`src/design/thpl_ram.sv`:
```
`default_nettype none

module thpl_ram #(
    parameter int Width = 8,
    parameter int Depth = 16
) (
    input  wire logic                                      i_clk,
    input  wire logic                                      i_wr_en,
    input  wire logic [((Depth > 1) ? $clog2(Depth) : 1)-1:0] i_wr_addr,
    input  wire logic [Width-1:0]                          i_wr_data,
    input  wire logic                                      i_rd_en,
    input  wire logic [((Depth > 1) ? $clog2(Depth) : 1)-1:0] i_rd_addr,
    output logic      [Width-1:0]                          o_rd_data
);

    logic [Width-1:0] r_mem [Depth];

    always_ff @(posedge i_clk) begin
        if (i_wr_en) begin
            r_mem[i_wr_addr] <= i_wr_data;
        end
        if (i_rd_en) begin
            o_rd_data <= r_mem[i_rd_addr];
        end
    end

endmodule

`default_nettype wire

```
`config.mk`:
```
export PLATFORM = sky130hd
export DESIGN_NAME = thpl_ram
export DESIGN_NICKNAME = d
export VERILOG_FILES = /design/src/design/thpl_ram.sv
export SDC_FILE = /design/constraint.sdc
export NUM_CORES = 1
export LEC_CHECK = 0
export BUFFER_PORTS_ARGS = -buffer_cell sky130_fd_sc_hd__clkbuf_2
export CAP_MARGIN = 5
export CORE_MARGIN = 4
export CORE_UTILIZATION = 54
export DETAILED_ROUTE_END_ITERATION = 7
export GPL_ROUTABILITY_DRIVEN = 0
export PLACE_DENSITY = 0.85
export SKIP_LAST_GASP = 1
export SYNTH_ARGS = -nofsm -noshare
export SYNTH_HDL_FRONTEND = slang
export SYNTH_SLANG_ARGS = --single-unit
```
`constraint.sdc`:
```
create_clock -name i_clk -period 1.5 [get_ports i_clk]
set_input_delay 0.075 -clock i_clk [delete_from_list [all_inputs] [get_ports i_clk]]
set_output_delay 0.075 -clock i_clk [all_outputs]
set_load 0.1 [all_outputs]
```
# [Yosys cells after proc, flatten, opt, wreduce, memory -nomap -nowiden]
# Memories as Yosys holds them, arrays and structs flattened. A register that Yosys moved wholly into a read port is not among the register bits.
# Index checks and enable logic that the tools add are counted.
[word_totals] elab_cells=3 mem_count=1 mem_bits_rw=128 output_inout_bits=8 inputBits=19 register_bits=0
[mem_list] memory="r_mem" words=16 word_bits=8 rd=1 rd_ports_with_merged_regs=1 write_ports=1 line_no="16" text="logic [Width-1:0] r_mem [Depth];"
[op_classes] mux=2
[op_table] operator="2-to-1 mux 1 bit" n=2

# [Logic depth before layout (Yosys ltp)]
[logic_depth] ltp_word=2 ltp_mapped=5 depth_no_buf=3

# [Least setup slack after synthesis]
# OpenSTA, ideal clock, no wires.
[synth_timing] kind="input to register" from="in i_wr_addr[2] in the netlist's numbering" to="mem r_mem[0][0], enable pin" n_path_buf=0 t_arrival_ps=1185 required_time_ps=1117 setup_time_ps=383 cell_stages=2 setup_slack_ps=-68 path_cell_list="or3b_2 > nor3_1"
[synth_rtl] item="from (decl)" line_no="9" text="input wire logic [((Depth > 1) ? $clog2(Depth) : 1)-1:0] i_wr_addr,"
[synth_rtl] item="to (decl)" line_no="16"
# Straight into the memory's write port.

==> flow_summary.yaml <==
final_layout:
  seq_area_um2: 4080
  nets: 314
  multi_input_area_um2: 1080
  area_growth_pct: 19.7
  n_antenna_cell: 0
  drive_gt1_share_pct: 33.2
  n_fill_cell: 557
  postLayoutCoreUtil_pct: 67.1
  final_area_um2: 6260
pwr:
  sw_frac_of_total_pct: 21.7
  p_seq_share_pct: 50.9
  p_clk_share_pct: 42.5
  p_leak_nw: 2.12
  power.density_nw_per_um2: 1350
  p_int_mw: 6.63
  pwr-share-comb_pct: 6.6
  peakVddDrop_mv: 0.750
  power_mw: 8.47
  switching_power_mw: 1.84
detailed_routing:
  vias_per_cell: 5.80
  wire_per_inst_um: 23.5
  vias: 2527
  route.detailed.drc: 0
  antenna_left: 0
  drtIter0Drc: 287
  wl_um: 10300
  first_pass_iters: 4
placed_design:
  io_buffer_count: 26
  place_ws_ns: -0.132
  dpl.hpwl_um: 6450
  postPlaceCellArea_um2: 5650
timing:
  setup_viol: 1
  clock.fmax_ghz: 0.660
  min_period_ns: 1.51
  hold_viol_final: 16
  worst_slack_ns: -0.0142
  rsz0062_at_grt: "true"
  slew_viol_final: 0
  clock_skew_ns: 0.00688
  relSlewSlack_pct: 50.0
  whs_ns: -0.0120
  tightest_slew_ns: 0.748
  fin_crit_sh_pct: 101
clock_network:
  cts.sinks: 136
  cts_buffers: 17
  insertion_delay_ns: 0.51
  clock-root-buffer: "clkbuf_8"
  clockBufferDepth: 2
  h-tree-depth: 4
  cts_tree: "yes"
  cts.clk_slew.worst_paths_ns: 0.06
global_routing:
  grt_antenna_before_repair: 0
  grtUsageTotal_pct: 20.1
  grt_pass1_vias: 2741
  grt_pass1_wl_um: 16300
  overflow: 0
  grt_max_degree: 33
worst_hold_path:
  hold_path_class: "input port to flop"
yosys:
  syn_inst: 229
  ys_warn_count: 0
  syn-num-nets: 248
  ys_types: 18
  synth-seq-area-share_pct: 78.1
  syn-cell-area_um2: 5230
  yosys_register_bits: 136
  syn_area_per_cell_um2: 22.8
setup_path:
  critPathKind: "flop to flop"
  arrival_ns: 1.76
  start_kind: "flop"
  critPathRequiredTime_ns: 1.75
  crit_path_max_fanout: 1
  cp-end-kind: "flop"
floorplanning:
  initial_utilization_pct: 56.0
  die_w_um: 106
  core_um2: 9330
  die_h_um: 106
  ios: 27
  row_count: 35
  dieArea_um2: 11300
run_status:
  status: "finished with violations"
  violations: "hold timing, setup timing"
run:
  maxCapViolCount: 0
## state kept, by name, indices dropped and copies added, names as in the netlist
register   flops
r_mem        128
o_rd_data      8
## critical path, cell delays in order, from the launching register on
cell and delay, ns:
edfxtp_1 0.37, mux4_2 0.46, a22oi_1 0.32, nand2_1 0.11
## through the flow
stage	hold slack, ns	setup TNS [ns]	cells
2_1_floorplan	0.174	0	229
3_3_place_gp	0.470	-0.396	397
3_5_place_dp	0.478	-0.706	397
4_1_cts	0.00192	-0.0424	436
5_1_grt	0.00131	-0.120	436
6_report	-0.0120	-0.0142	436
## power by group through the flow
stage,registers [mW],logic [mW],clock network [mW]
after global routing,4.32,0.597,3.86
after detailed placement,4.39,0.531,0
after floorplan,4.51,0.216,0
after global placement,4.38,0.513,0
final,4.31,0.559,3.60
after CTS,4.31,0.559,3.63
## Yosys cell counts
| master | instances | area [um^2] |
|---|---|---|
| buf_2 | 3 | 15.0 |
| buf_4 | 1 | 7.51 |
| nand2b_1 | 2 | 12.5 |
| a22oi_1 | 16 | 120 |
| mux4_1 | 14 | 368 |
| or3b_2 | 1 | 8.76 |
| and2_1 | 1 | 6.26 |
| nand2_1 | 9 | 33.8 |
| edfxtp_1 | 136 | 4080 |
| buf_6 | 3 | 33.8 |
| nor3_1 | 4 | 20.0 |
| mux4_2 | 18 | 405 |
| nand3b_1 | 2 | 15.0 |
| clkdlybuf4s25_2 | 3 | 30.0 |
| nor2_1 | 13 | 48.8 |
| nand3_1 | 1 | 5.00 |
| nor2b_1 | 1 | 6.26 |
| and2b_1 | 1 | 7.51 |
## metal layers
| metal | GRT usage, % | vias up | share of wire [%] | routed length [um] |
|---|---|---|---|---|
| li1 | - | 1107 | - | - |
| met1 | 27.9 | 1270 | 38 | 3930 |
| met2 | 31.8 | 132 | 52 | 5330 |
| met3 | 5.28 | 18 | 8.0 | 817 |
| met4 | 6.29 | 0 | 1.8 | 185 |
| met5 | 0 | - | 0 | 0 |
## cells by family (layout without fill, tap and decap cells)
kind of cell | count (synthesis) | count (layout) | share of synthesized area [%]
mux | 32 | 32 | 14.8
buf+inv | 10 | 88 | 1.65
compound gates | 16 | 16 | 2.30
flops | 136 | 136 | 78.1
simple gates | 35 | 35 | 3.14
## area by class of cell
class | count | area share, %
Tap cell | 129 | 2.58
Multi-Input combinational cell | 83 | 17.3
Clock buffer | 20 | 6.80
Timing Repair Buffer | 57 | 6.72
Sequential cell | 136 | 65.3
Clock inverter | 11 | 1.34
## layout by cell type (no fill, tap or decap)
cell type and instances:
mux4_1 12, clkinv_2 4, nor3_1 3, nand2b_1 2, nand2_1 8, mux4_2 20, dlygate4sd3_1 8, clkbuf_1 3
clkinv_1 3, buf_12 3, nor2b_1 1, and2b_1 1, nand2_2 1, clkinvlp_4 3, edfxtp_1 136, nor3_2 1
and2_1 1, a22oi_2 5, clkbuf_8 1, or3b_2 1, clkbuf_16 16, buf_4 20, clkbuf_2 26, nand3_1 1
nand3b_1 2, a22oi_1 11, bufinv_16 1, nor2_1 13
## what timing repair did
action	in CTS	in global routing
pin swaps	0	2
hold buffers	8	0
buffers inserted	0	0
hold endpoints to repair	110	0
resized for setup	5	3
endpoints found under the setup margin	3	6
## final timing paths
kind	start	end	slack (ns)	depth (start not counted)
setup / recovery	r_mem[10][7]$_DFFE_PP_	o_rd_data[7]$_DFFE_PP_	-0.01	3
hold / removal	i_wr_data[1]	r_mem[11][1]$_DFFE_PP_	-0.01	1
setup reg to reg	r_mem[10][7]$_DFFE_PP_	o_rd_data[7]$_DFFE_PP_	-0.01	3
hold reg to reg	r_mem[14][1]$_DFFE_PP_	o_rd_data[1]$_DFFE_PP_	0.76	3
No activity file was read; power rests on OpenSTA's default activity.
