## config.mk

```make
export PLATFORM = sky130hd
export DESIGN_NAME = thpl_ctrl
export DESIGN_NICKNAME = d
export VERILOG_FILES = /design/src/design/thpl_pkg.sv /design/src/design/thpl_ctrl.sv
export SDC_FILE = /design/constraint.sdc
export NUM_CORES = 1
export LEC_CHECK = 0
export BUFFER_PORTS_ARGS = -buffer_cell sky130_fd_sc_hd__buf_4
export CAP_MARGIN = 20
export CORE_AREA = 2 2 267 269
export CTS_CLUSTER_DIAMETER = 120
export DETAILED_ROUTE_END_ITERATION = 8
export DIE_AREA = 0 0 269 271
export PLACE_DENSITY = 0.68
export SETUP_SLACK_MARGIN = 0.05
export SKIP_LAST_GASP = 1
export SYNTH_ARGS = -nofsm -noshare
export SYNTH_HDL_FRONTEND = slang
export SYNTH_SLANG_ARGS = --single-unit
export TNS_END_PERCENT = 1
```

## constraint.sdc

```tcl
create_clock -name i_clk -period 64.9 [get_ports i_clk]
set_clock_uncertainty 0.2 [all_clocks]
set_input_delay 6.49 -clock i_clk [delete_from_list [all_inputs] [get_ports i_clk]]
set_output_delay 6.49 -clock i_clk [all_outputs]
set_load 0.05 [all_outputs]
```

## src/design/thpl_pkg.sv

```systemverilog
`default_nettype none

package thpl_pkg;

    localparam int HistDepth = 1024;
    localparam int IdxW      = (HistDepth > 1) ? $clog2(HistDepth) : 1;
    localparam int CntW      = IdxW + 1;
    localparam int TimeW     = 48;
    localparam int PosW      = 32;
    localparam int QuatW     = 16;
    localparam int DelayW    = 25;
    localparam int QueryW    = TimeW + 2;
    localparam int StatusW   = 3;

    localparam logic [CntW-1:0] DepthC = CntW'(HistDepth);

    typedef enum logic {
        OP_RECORD = 1'b0,
        OP_LOOKUP = 1'b1
    } t_op;

    typedef enum logic [StatusW-1:0] {
        ST_EMPTY  = 3'd0,
        ST_FUTURE = 3'd1,
        ST_NEWEST = 3'd2,
        ST_OLDEST = 3'd3,
        ST_SPAN   = 3'd4
    } t_status;

    typedef enum logic [2:0] {
        S_IDLE,
        S_CHECK,
        S_FETCH,
        S_SCAN,
        S_EMIT
    } t_state;

    typedef struct packed {
        logic        [TimeW-1:0] stamp;
        logic signed [PosW-1:0]  x;
        logic signed [PosW-1:0]  y;
        logic signed [PosW-1:0]  z;
        logic signed [QuatW-1:0] w;
        logic signed [QuatW-1:0] qx;
        logic signed [QuatW-1:0] qy;
        logic signed [QuatW-1:0] qz;
    } t_entry;

    localparam int EntryW = $bits(t_entry);

    typedef struct packed {
        t_status status;
        t_entry  entry;
    } t_result;

endpackage

`default_nettype wire

```

## src/design/thpl_ctrl.sv

```systemverilog
`default_nettype none

module thpl_ctrl (
    input  wire logic                                i_clk,
    input  wire logic                                i_rst_n,
    input  wire logic                                i_valid,
    output logic                                     o_ready,
    input  wire logic                                i_op,
    input  wire thpl_pkg::t_entry                    i_entry,
    input  wire logic signed [thpl_pkg::DelayW-1:0]  i_delay,
    output logic                                     o_wr_en,
    output logic             [thpl_pkg::IdxW-1:0]    o_wr_addr,
    output logic                                     o_rd_en,
    output logic             [thpl_pkg::IdxW-1:0]    o_rd_addr,
    input  wire thpl_pkg::t_entry                    i_rd_data,
    output logic                                     o_res_valid,
    input  wire logic                                i_res_ready,
    output thpl_pkg::t_result                        o_res
);

    import thpl_pkg::*;

    t_state                    r_state, n_state;
    logic [IdxW-1:0]           r_oldest, n_oldest;
    logic [CntW-1:0]           r_count, n_count;
    logic [IdxW-1:0]           r_newest, n_newest;
    logic [TimeW-1:0]          r_newest_stamp, n_newest_stamp;
    logic signed [QueryW-1:0]  r_query, n_query;
    logic                      r_future, n_future;
    logic [CntW-1:0]           r_k, n_k;
    t_entry                    r_prev, n_prev;
    t_result                   r_res, n_res;

    logic                      w_idle;
    logic                      w_accept;
    logic                      w_record;
    logic                      w_full;
    logic [IdxW-1:0]           w_wr_slot;
    logic [IdxW-1:0]           w_oldest_inc;
    logic signed [QueryW-1:0]  w_newest_s;
    logic signed [QueryW-1:0]  w_rd_stamp_s;
    logic                      w_ge_newest;
    logic                      w_hit;
    logic                      w_last;

    function automatic logic [IdxW-1:0] slot_of(input logic [IdxW-1:0] base,
                                                 input logic [CntW-1:0] k);
        logic [CntW-1:0] sum;
        sum = {1'b0, base} + k;
        if (sum >= DepthC) begin
            sum = sum - DepthC;
        end
        return sum[IdxW-1:0];
    endfunction

    assign w_idle       = (r_state == S_IDLE);
    assign w_accept     = i_valid && w_idle;
    assign w_record     = (t_op'(i_op) == OP_RECORD);
    assign w_full       = (r_count == DepthC);
    assign w_oldest_inc = (r_oldest == IdxW'(HistDepth - 1)) ? '0 : r_oldest + 1'b1;
    assign w_wr_slot    = w_full ? r_oldest : slot_of(r_oldest, r_count);
    assign w_newest_s   = $signed({2'b00, r_newest_stamp});
    assign w_rd_stamp_s = $signed({2'b00, i_rd_data.stamp});
    assign w_ge_newest  = (r_query >= w_newest_s);
    assign w_hit        = (w_rd_stamp_s > r_query);
    assign w_last       = (r_k == r_count - 1'b1);

    always_comb begin
        n_state = r_state;
        case (r_state)
            S_IDLE: begin
                if (w_accept && !w_record) begin
                    n_state = S_CHECK;
                end
            end
            S_CHECK: begin
                if (r_count == '0) begin
                    n_state = S_EMIT;
                end else if (r_future || w_ge_newest) begin
                    n_state = S_FETCH;
                end else begin
                    n_state = S_SCAN;
                end
            end
            S_FETCH: begin
                n_state = S_EMIT;
            end
            S_SCAN: begin
                if (w_hit || w_last) begin
                    n_state = S_EMIT;
                end
            end
            S_EMIT: begin
                if (i_res_ready) begin
                    n_state = S_IDLE;
                end
            end
            default: begin
                n_state = S_IDLE;
            end
        endcase
    end

    always_comb begin
        o_ready     = w_idle;
        o_wr_en     = w_accept && w_record;
        o_wr_addr   = w_wr_slot;
        o_rd_en     = 1'b0;
        o_rd_addr   = r_oldest;
        o_res_valid = 1'b0;
        o_res       = r_res;
        case (r_state)
            S_CHECK: begin
                o_rd_en   = 1'b1;
                o_rd_addr = (r_future || w_ge_newest) ? r_newest : r_oldest;
            end
            S_SCAN: begin
                o_rd_en   = 1'b1;
                o_rd_addr = slot_of(r_oldest, r_k + 1'b1);
            end
            S_EMIT: begin
                o_res_valid = 1'b1;
            end
            default: begin
                o_rd_en = 1'b0;
            end
        endcase
    end

    always_comb begin
        n_oldest       = r_oldest;
        n_count        = r_count;
        n_newest       = r_newest;
        n_newest_stamp = r_newest_stamp;
        n_query        = r_query;
        n_future       = r_future;
        n_k            = r_k;
        n_prev         = r_prev;
        n_res          = r_res;
        case (r_state)
            S_IDLE: begin
                if (w_accept) begin
                    if (w_record) begin
                        n_newest       = w_wr_slot;
                        n_newest_stamp = i_entry.stamp;
                        if (w_full) begin
                            n_oldest = w_oldest_inc;
                        end else begin
                            n_count = r_count + 1'b1;
                        end
                    end else begin
                        n_query  = $signed({2'b00, i_entry.stamp})
                                 - $signed({{(QueryW - DelayW){i_delay[DelayW-1]}}, i_delay});
                        n_future = i_delay[DelayW-1];
                    end
                end
            end
            S_CHECK: begin
                n_k = '0;
                if (r_count == '0) begin
                    n_res.status = ST_EMPTY;
                    n_res.entry  = '0;
                end else if (r_future) begin
                    n_res.status = ST_FUTURE;
                end else if (w_ge_newest) begin
                    n_res.status = ST_NEWEST;
                end
            end
            S_FETCH: begin
                n_res.entry = i_rd_data;
            end
            S_SCAN: begin
                if (w_hit) begin
                    if (r_k == '0) begin
                        n_res.status = ST_OLDEST;
                        n_res.entry  = i_rd_data;
                    end else begin
                        n_res.status = ST_SPAN;
                        n_res.entry  = r_prev;
                    end
                end else if (w_last) begin
                    n_res.status = ST_SPAN;
                    n_res.entry  = i_rd_data;
                end else begin
                    n_prev = i_rd_data;
                    n_k    = r_k + 1'b1;
                end
            end
            default: begin
                n_k = r_k;
            end
        endcase
    end

    always_ff @(posedge i_clk) begin
        if (!i_rst_n) begin
            r_state  <= S_IDLE;
            r_oldest <= '0;
            r_count  <= '0;
            r_newest <= '0;
        end else begin
            r_state  <= n_state;
            r_oldest <= n_oldest;
            r_count  <= n_count;
            r_newest <= n_newest;
        end
    end

    always_ff @(posedge i_clk) begin
        r_newest_stamp <= n_newest_stamp;
        r_query        <= n_query;
        r_future       <= n_future;
        r_k            <= n_k;
        r_prev         <= n_prev;
        r_res          <= n_res;
    end

endmodule

`default_nettype wire

```

# Word-level counts from Yosys, hierarchy flattened

Index checks and enable logic that the tools add are counted.

Bits in registers: 563
Input bits: 446
Output and inout bits: 235
Word-level logic and storage cells: 103

Add/subtract/negate cells: 9
Order comparisons: 4
Eq/ne operators: 15
Muxes and demuxes: 26
Bitwise logic cells: 4
Reduce and logical (&&, ||, !) cells: 20

Operators with widths:

| cell                                               | count |
|---|---|
| two-way mux 211 bit                                | 3 |
| case mux 208 bit (3 select lines)                  | 1 |
| two-way mux 208 bit                                | 1 |
| >= comparator 50 x 49 -> 1 bit                     | 1 |
| greater-than comparator 49 x 50 -> 1 bit           | 1 |
| two-way mux 10 bit                                 | 5 |
| subtractor 49 x 25 -> 50 bit                       | 1 |
| adder 10 x 11 -> 11 bit                            | 2 |
| adder 11 x 1 -> 11 bit, second input constant      | 2 |
| >= comparator 11 bit, second input constant        | 2 |
| logical NOT 11 bit                                 | 2 |
| two-way mux 11 bit                                 | 2 |
| case mux 11 bit (2 select lines)                   | 1 |
| two-way mux 3 bit                                  | 7 |
| AND reduction 3 bit                                | 7 |
| case mux 10 bit (2 select lines)                   | 1 |
| subtractor 10 x 1 -> 10 bit, second input constant | 2 |
| case mux 3 bit (5 select lines)                    | 1 |
| == test 11 bit                                     | 1 |
| == test 11 bit, second input constant              | 1 |
| subtractor 11 x 1 -> 11 bit, second input constant | 1 |
| adder 10 x 1 -> 10 bit, second input constant      | 1 |
| == test 10 bit, second input constant              | 1 |
| != test 2 bit, second input constant               | 5 |
| other kinds (16)                                   | 26 |

# Depth between registers and ports, before layout

Word-level depth: 5
Depth in mapped cells: 14
Depth with buffers taken out: 13

# Worst setup path after synthesis

OpenSTA, ideal clock, no wires.

Path kind: input to register
From: input port i_rd_data[203] (netlist name)
To: register r_res (netlist bit o_res[0]), enable pin
Setup time: 5.417 ns
Arrival: 60.063 ns
Required time: 59.283 ns
Setup slack: -0.780 ns
Stages: 10
Buffers on the path: 0
Path through: ha_1 -> a21o_1 -> a21o_1 -> a21o_1 -> a21o_1 -> a221oi_2 -> o221a_2 -> a21boi_2 -> nor3b_1 -> nor2_1

Word-level cells in the longest chain between the ends: 3

Ends and longest elaborated chain:

| element                                  | line             | RTL |
|---|---|---|
| start, declared                          | thpl_ctrl.sv:15  | `input wire thpl_pkg::t_entry i_rd_data,` |
| greater-than comparator 49 x 50 -> 1 bit | thpl_ctrl.sv:65  | `assign w_hit = (w_rd_stamp_s > r_query);` |
| != test 3 bit (no source line)           | --               |  |
| AND reduction 3 bit (no source line)     | --               |  |
| end signal, assigned                     | thpl_ctrl.sv:215 | `r_res <= n_res;` |
| end, declared                            | thpl_ctrl.sv:32  | `t_result r_res, n_res;` |

Every way passes these cells.
A chain may end at the register's enable or synchronous reset.

# Worst setup path after layout

From: input port i_op
To: output port o_wr_en

Word-level cells in the longest chain between the ends: 2

Ends and longest elaborated chain:

| element                    | line             | RTL |
|---|---|---|
| start, declared            | thpl_ctrl.sv:8   | `input wire logic i_op,` |
| NOT 1 bit (no source line) | --               |  |
| logical AND 1 bit          | thpl_ctrl.sv:106 | `o_wr_en = w_accept && w_record;` |
| end, declared              | thpl_ctrl.sv:11  | `output logic o_wr_en,` |

Every way passes these cells.

==> impl_metrics.yaml <==
critical_path:
  path_class: "in2out"
  ff2ff_setup_slack_ns: 59.99
  crit_fanout: 18
  required_ns: 58.21
  crit_arrival_ns: 7.87
  r2r_start: "r_query[39]"
  startpoint_type: "input port"
  reg2reg_to: "o_res[18]"
  worstRegToRegCells: 10
  endpoint_kind: "output pin"
grt:
  grt_pass1_vias: 18500
  grt_max_degree: 93
  antenna_found_initial: 5
  grtUsageTotal: 0.200
  grt.overflow.total: 0
  grt_pass1_wl_mm: 111
logic_synthesis:
  syn_inst: 1960
  ys_ff_latch: 563
  yosys_warnings: 0
  netlist_area_sq_um: 26300
  synth_flop_cell: "edfxtp_1"
  yosys-top-cells-count: "529 x edfxtp_1, 209 x a22o_1, 168 x ha_1"
  synth_area_leaders: "edfxtp_1 60%, ha_1 8.0%, a22o_1 7.0%"
  async_reset_ff_frac: 0
  synth.avg_cell_area_sq_um: 13.4
  yosysUniqueCellTypes: 65
  yosys.area.top_type: "edfxtp_1"
  synth_edf_count: 529
  synth.most_common_cell: "edfxtp_1"
  synthesis.nets: 2577
  netlist.area_leader.share: 0.603
  ys_seq_area_frac: 0.629
finish:
  fin_nets: 3097
  fill_cells: 6157
  areaGrowthSynthToFinish_pct: 26.3
  drive_above_1_share: 0.255
  finalCoreUtilization: 0.477
detailed_routing:
  antenna_left: 0
  vias: 18400
  drtIter0Drc: 1363
  routedWlPerCell_um: 21.8
  drc: 0
  wl_mm: 75.8
  avgViaCountPerCell: 5.30
  first_pass_iters: 6
cts:
  postCtsSetupRepairBufs: 0
  cts_resized: 0
  cts_tree: "yes"
  cts_root_buf: "clkbuf_16"
  clock_path_buffers: 3
  numCtsBuffers: 61
  hold_buffers: 0
  cts.reportedPaths.clkPinSlew_ns: 0.06
  clk_latency_ns: 0.63
  h-tree-depth: 2
  cts.sinks: 563
sta:
  worstMarginPinSlew_ns: 1.07
  min_period_over_period: 0.224
  hold-worst-slack_ns: 0.256
  rsz0062_at_grt: "false"
  setup_violations: 0
  tns_ns: 0
  fin_crit_ns: 14.56
  finalHoldViolCount: 0
  timing.final.max_slew_violations: 0
  relSlewSlack: 0.288
  fmax_mhz: 68.7
status:
  status: "finished clean"
power_and_ir_drop:
  powerDensity_nw_per_um2: 28.8
  ir_drop_mv: 0.0304
  power.total_uw: 958
  p_leak_uw: 0.0135
floorplan:
  dieHeight_um: 271
  core_area_sq_um: 69800
  num_io_pins: 681
  initial_core_util: 0.377
  die_x_um: 269
  rows: 97
  die_area_sq_um: 72900
min_path:
  hp-start: "r_newest[0]"
  hold_path_class: "reg2reg"
  hold_end: "r_newest[0]"
  holdPathStages: 2
placement:
  port_buffers: 520
  finalWeightedCongestion: 0.935
  dp_hpwl_mm: 56.6
job:
  cap_viol_max_count: 0
## registers in the layout, indices dropped and copies added, names as in the netlist
register / flops
o_res: 211
r_prev: 208
r_query: 50
r_newest_stamp: 48
r_count: 11
r_k: 11
r_newest: 10
r_oldest: 10
r_state: 3
r_future: 1
## cells in the final DEF (no fill, tap or decap), drive strengths merged, types with 4 or more instances in the layout
cell type,synthesis,layout
nand4,41,41
nor2b,15,15
nor2,74,74
a21o,71,71
o31ai,6,6
and2,11,11
clkbuf,43,71
nand2,90,90
o211ai,9,9
nor3,19,19
inv,164,166
a211oi,7,7
a22o,209,209
buf,37,537
o21bai,9,9
nor4,11,11
and3,18,18
clkinv,0,24
a22oi,6,6
bufinv,0,9
edfxtp,529,529
mux2i,9,9
or3,13,13
clkinvlp,0,5
xnor2,52,52
ha,168,168
a221oi,6,6
o21a,9,9
nand3,27,27
o221ai,5,5
a21boi,8,8
a31oi,10,10
o21ai,62,62
dfxtp,34,34
xor2,34,34
nand2b,8,8
a21oi,100,100
and4,4,4
## power breakdown
| part | total, uW | switching (uW) | internal [uW] | leakage [uW] |
|---|---|---|---|---|
| logic | 165 | 110 | 54.8 | 0.00736 |
| clock network | 359 | 148 | 211 | 0.000998 |
| registers | 434 | 10.4 | 423 | 0.00516 |
| total | 958 | 269 | 689 | 0.0135 |
## final cells by class
class | count | area [sq um] | share of cell area
flip-flops and latches | 563 | 16600 | 0.498
multi-input cells | 1153 | 8760 | 0.263
repair buffers | 537 | 4050 | 0.122
clock buffers | 71 | 1590 | 0.0477
well taps | 940 | 1180 | 0.0354
inverters | 164 | 616 | 0.0185
clock inverters | 40 | 498 | 0.0150
diodes | 1 | 2.50 | 0.0000753
## routing by layer
metal / track usage / up-vias / part of all wire
met4: 0.0651 / 6 / 0.031
met2: 0.337 / 728 / 0.48
met3: 0.0502 / 129 / 0.085
met1: 0.251 / 8972 / 0.40
li1: - / 8564 / -
met5: 0 / - / 0.00053
## how the worst max path moves through the flow
stage,start,depth (start not counted),to,slack [ns]
finish,i_op,4,o_wr_en,50.34
global route,i_valid,5,o_wr_en,50.30
CTS,i_op,4,o_wr_en,50.34
detailed placement,i_op,4,o_wr_en,50.34
global placement,i_op,4,o_wr_en,50.38
floorplan,i_rd_data[203],10,o_res[0],24.85
## cells by family (layout without fill, tap and decap cells)
| kind of cell | after synthesis | after routing | share of synthesized area |
|---|---|---|---|
| DFF | 563 | 563 | 0.629 |
| AOI/OAI and AO/OA | 545 | 545 | 0.152 |
| other | 0 | 1 | 0 |
| adders and majority gates | 171 | 171 | 0.0821 |
| xor gates and xnor gates | 86 | 86 | 0.0286 |
| buffers and inverters | 244 | 812 | 0.0397 |
| and+or+nand+nor | 342 | 342 | 0.0648 |
| muxes | 9 | 9 | 0.00342 |
## worst max-delay path, cell delays in order
cell and delay [ns]:
buf_4 0.12, or2_2 0.43, inv_2 0.49, buf_4 0.31
## through the flow
stage,cells,worst slack [ns],area (sq um)
global placement,3355,50.38,31100
CTS,3466,50.34,33200
detailed placement,3355,50.34,31100
global route,3469,50.30,33300
floorplan,1960,24.85,26300
finish,3469,50.34,33300
No activity file was read; power rests on OpenSTA's default activity.
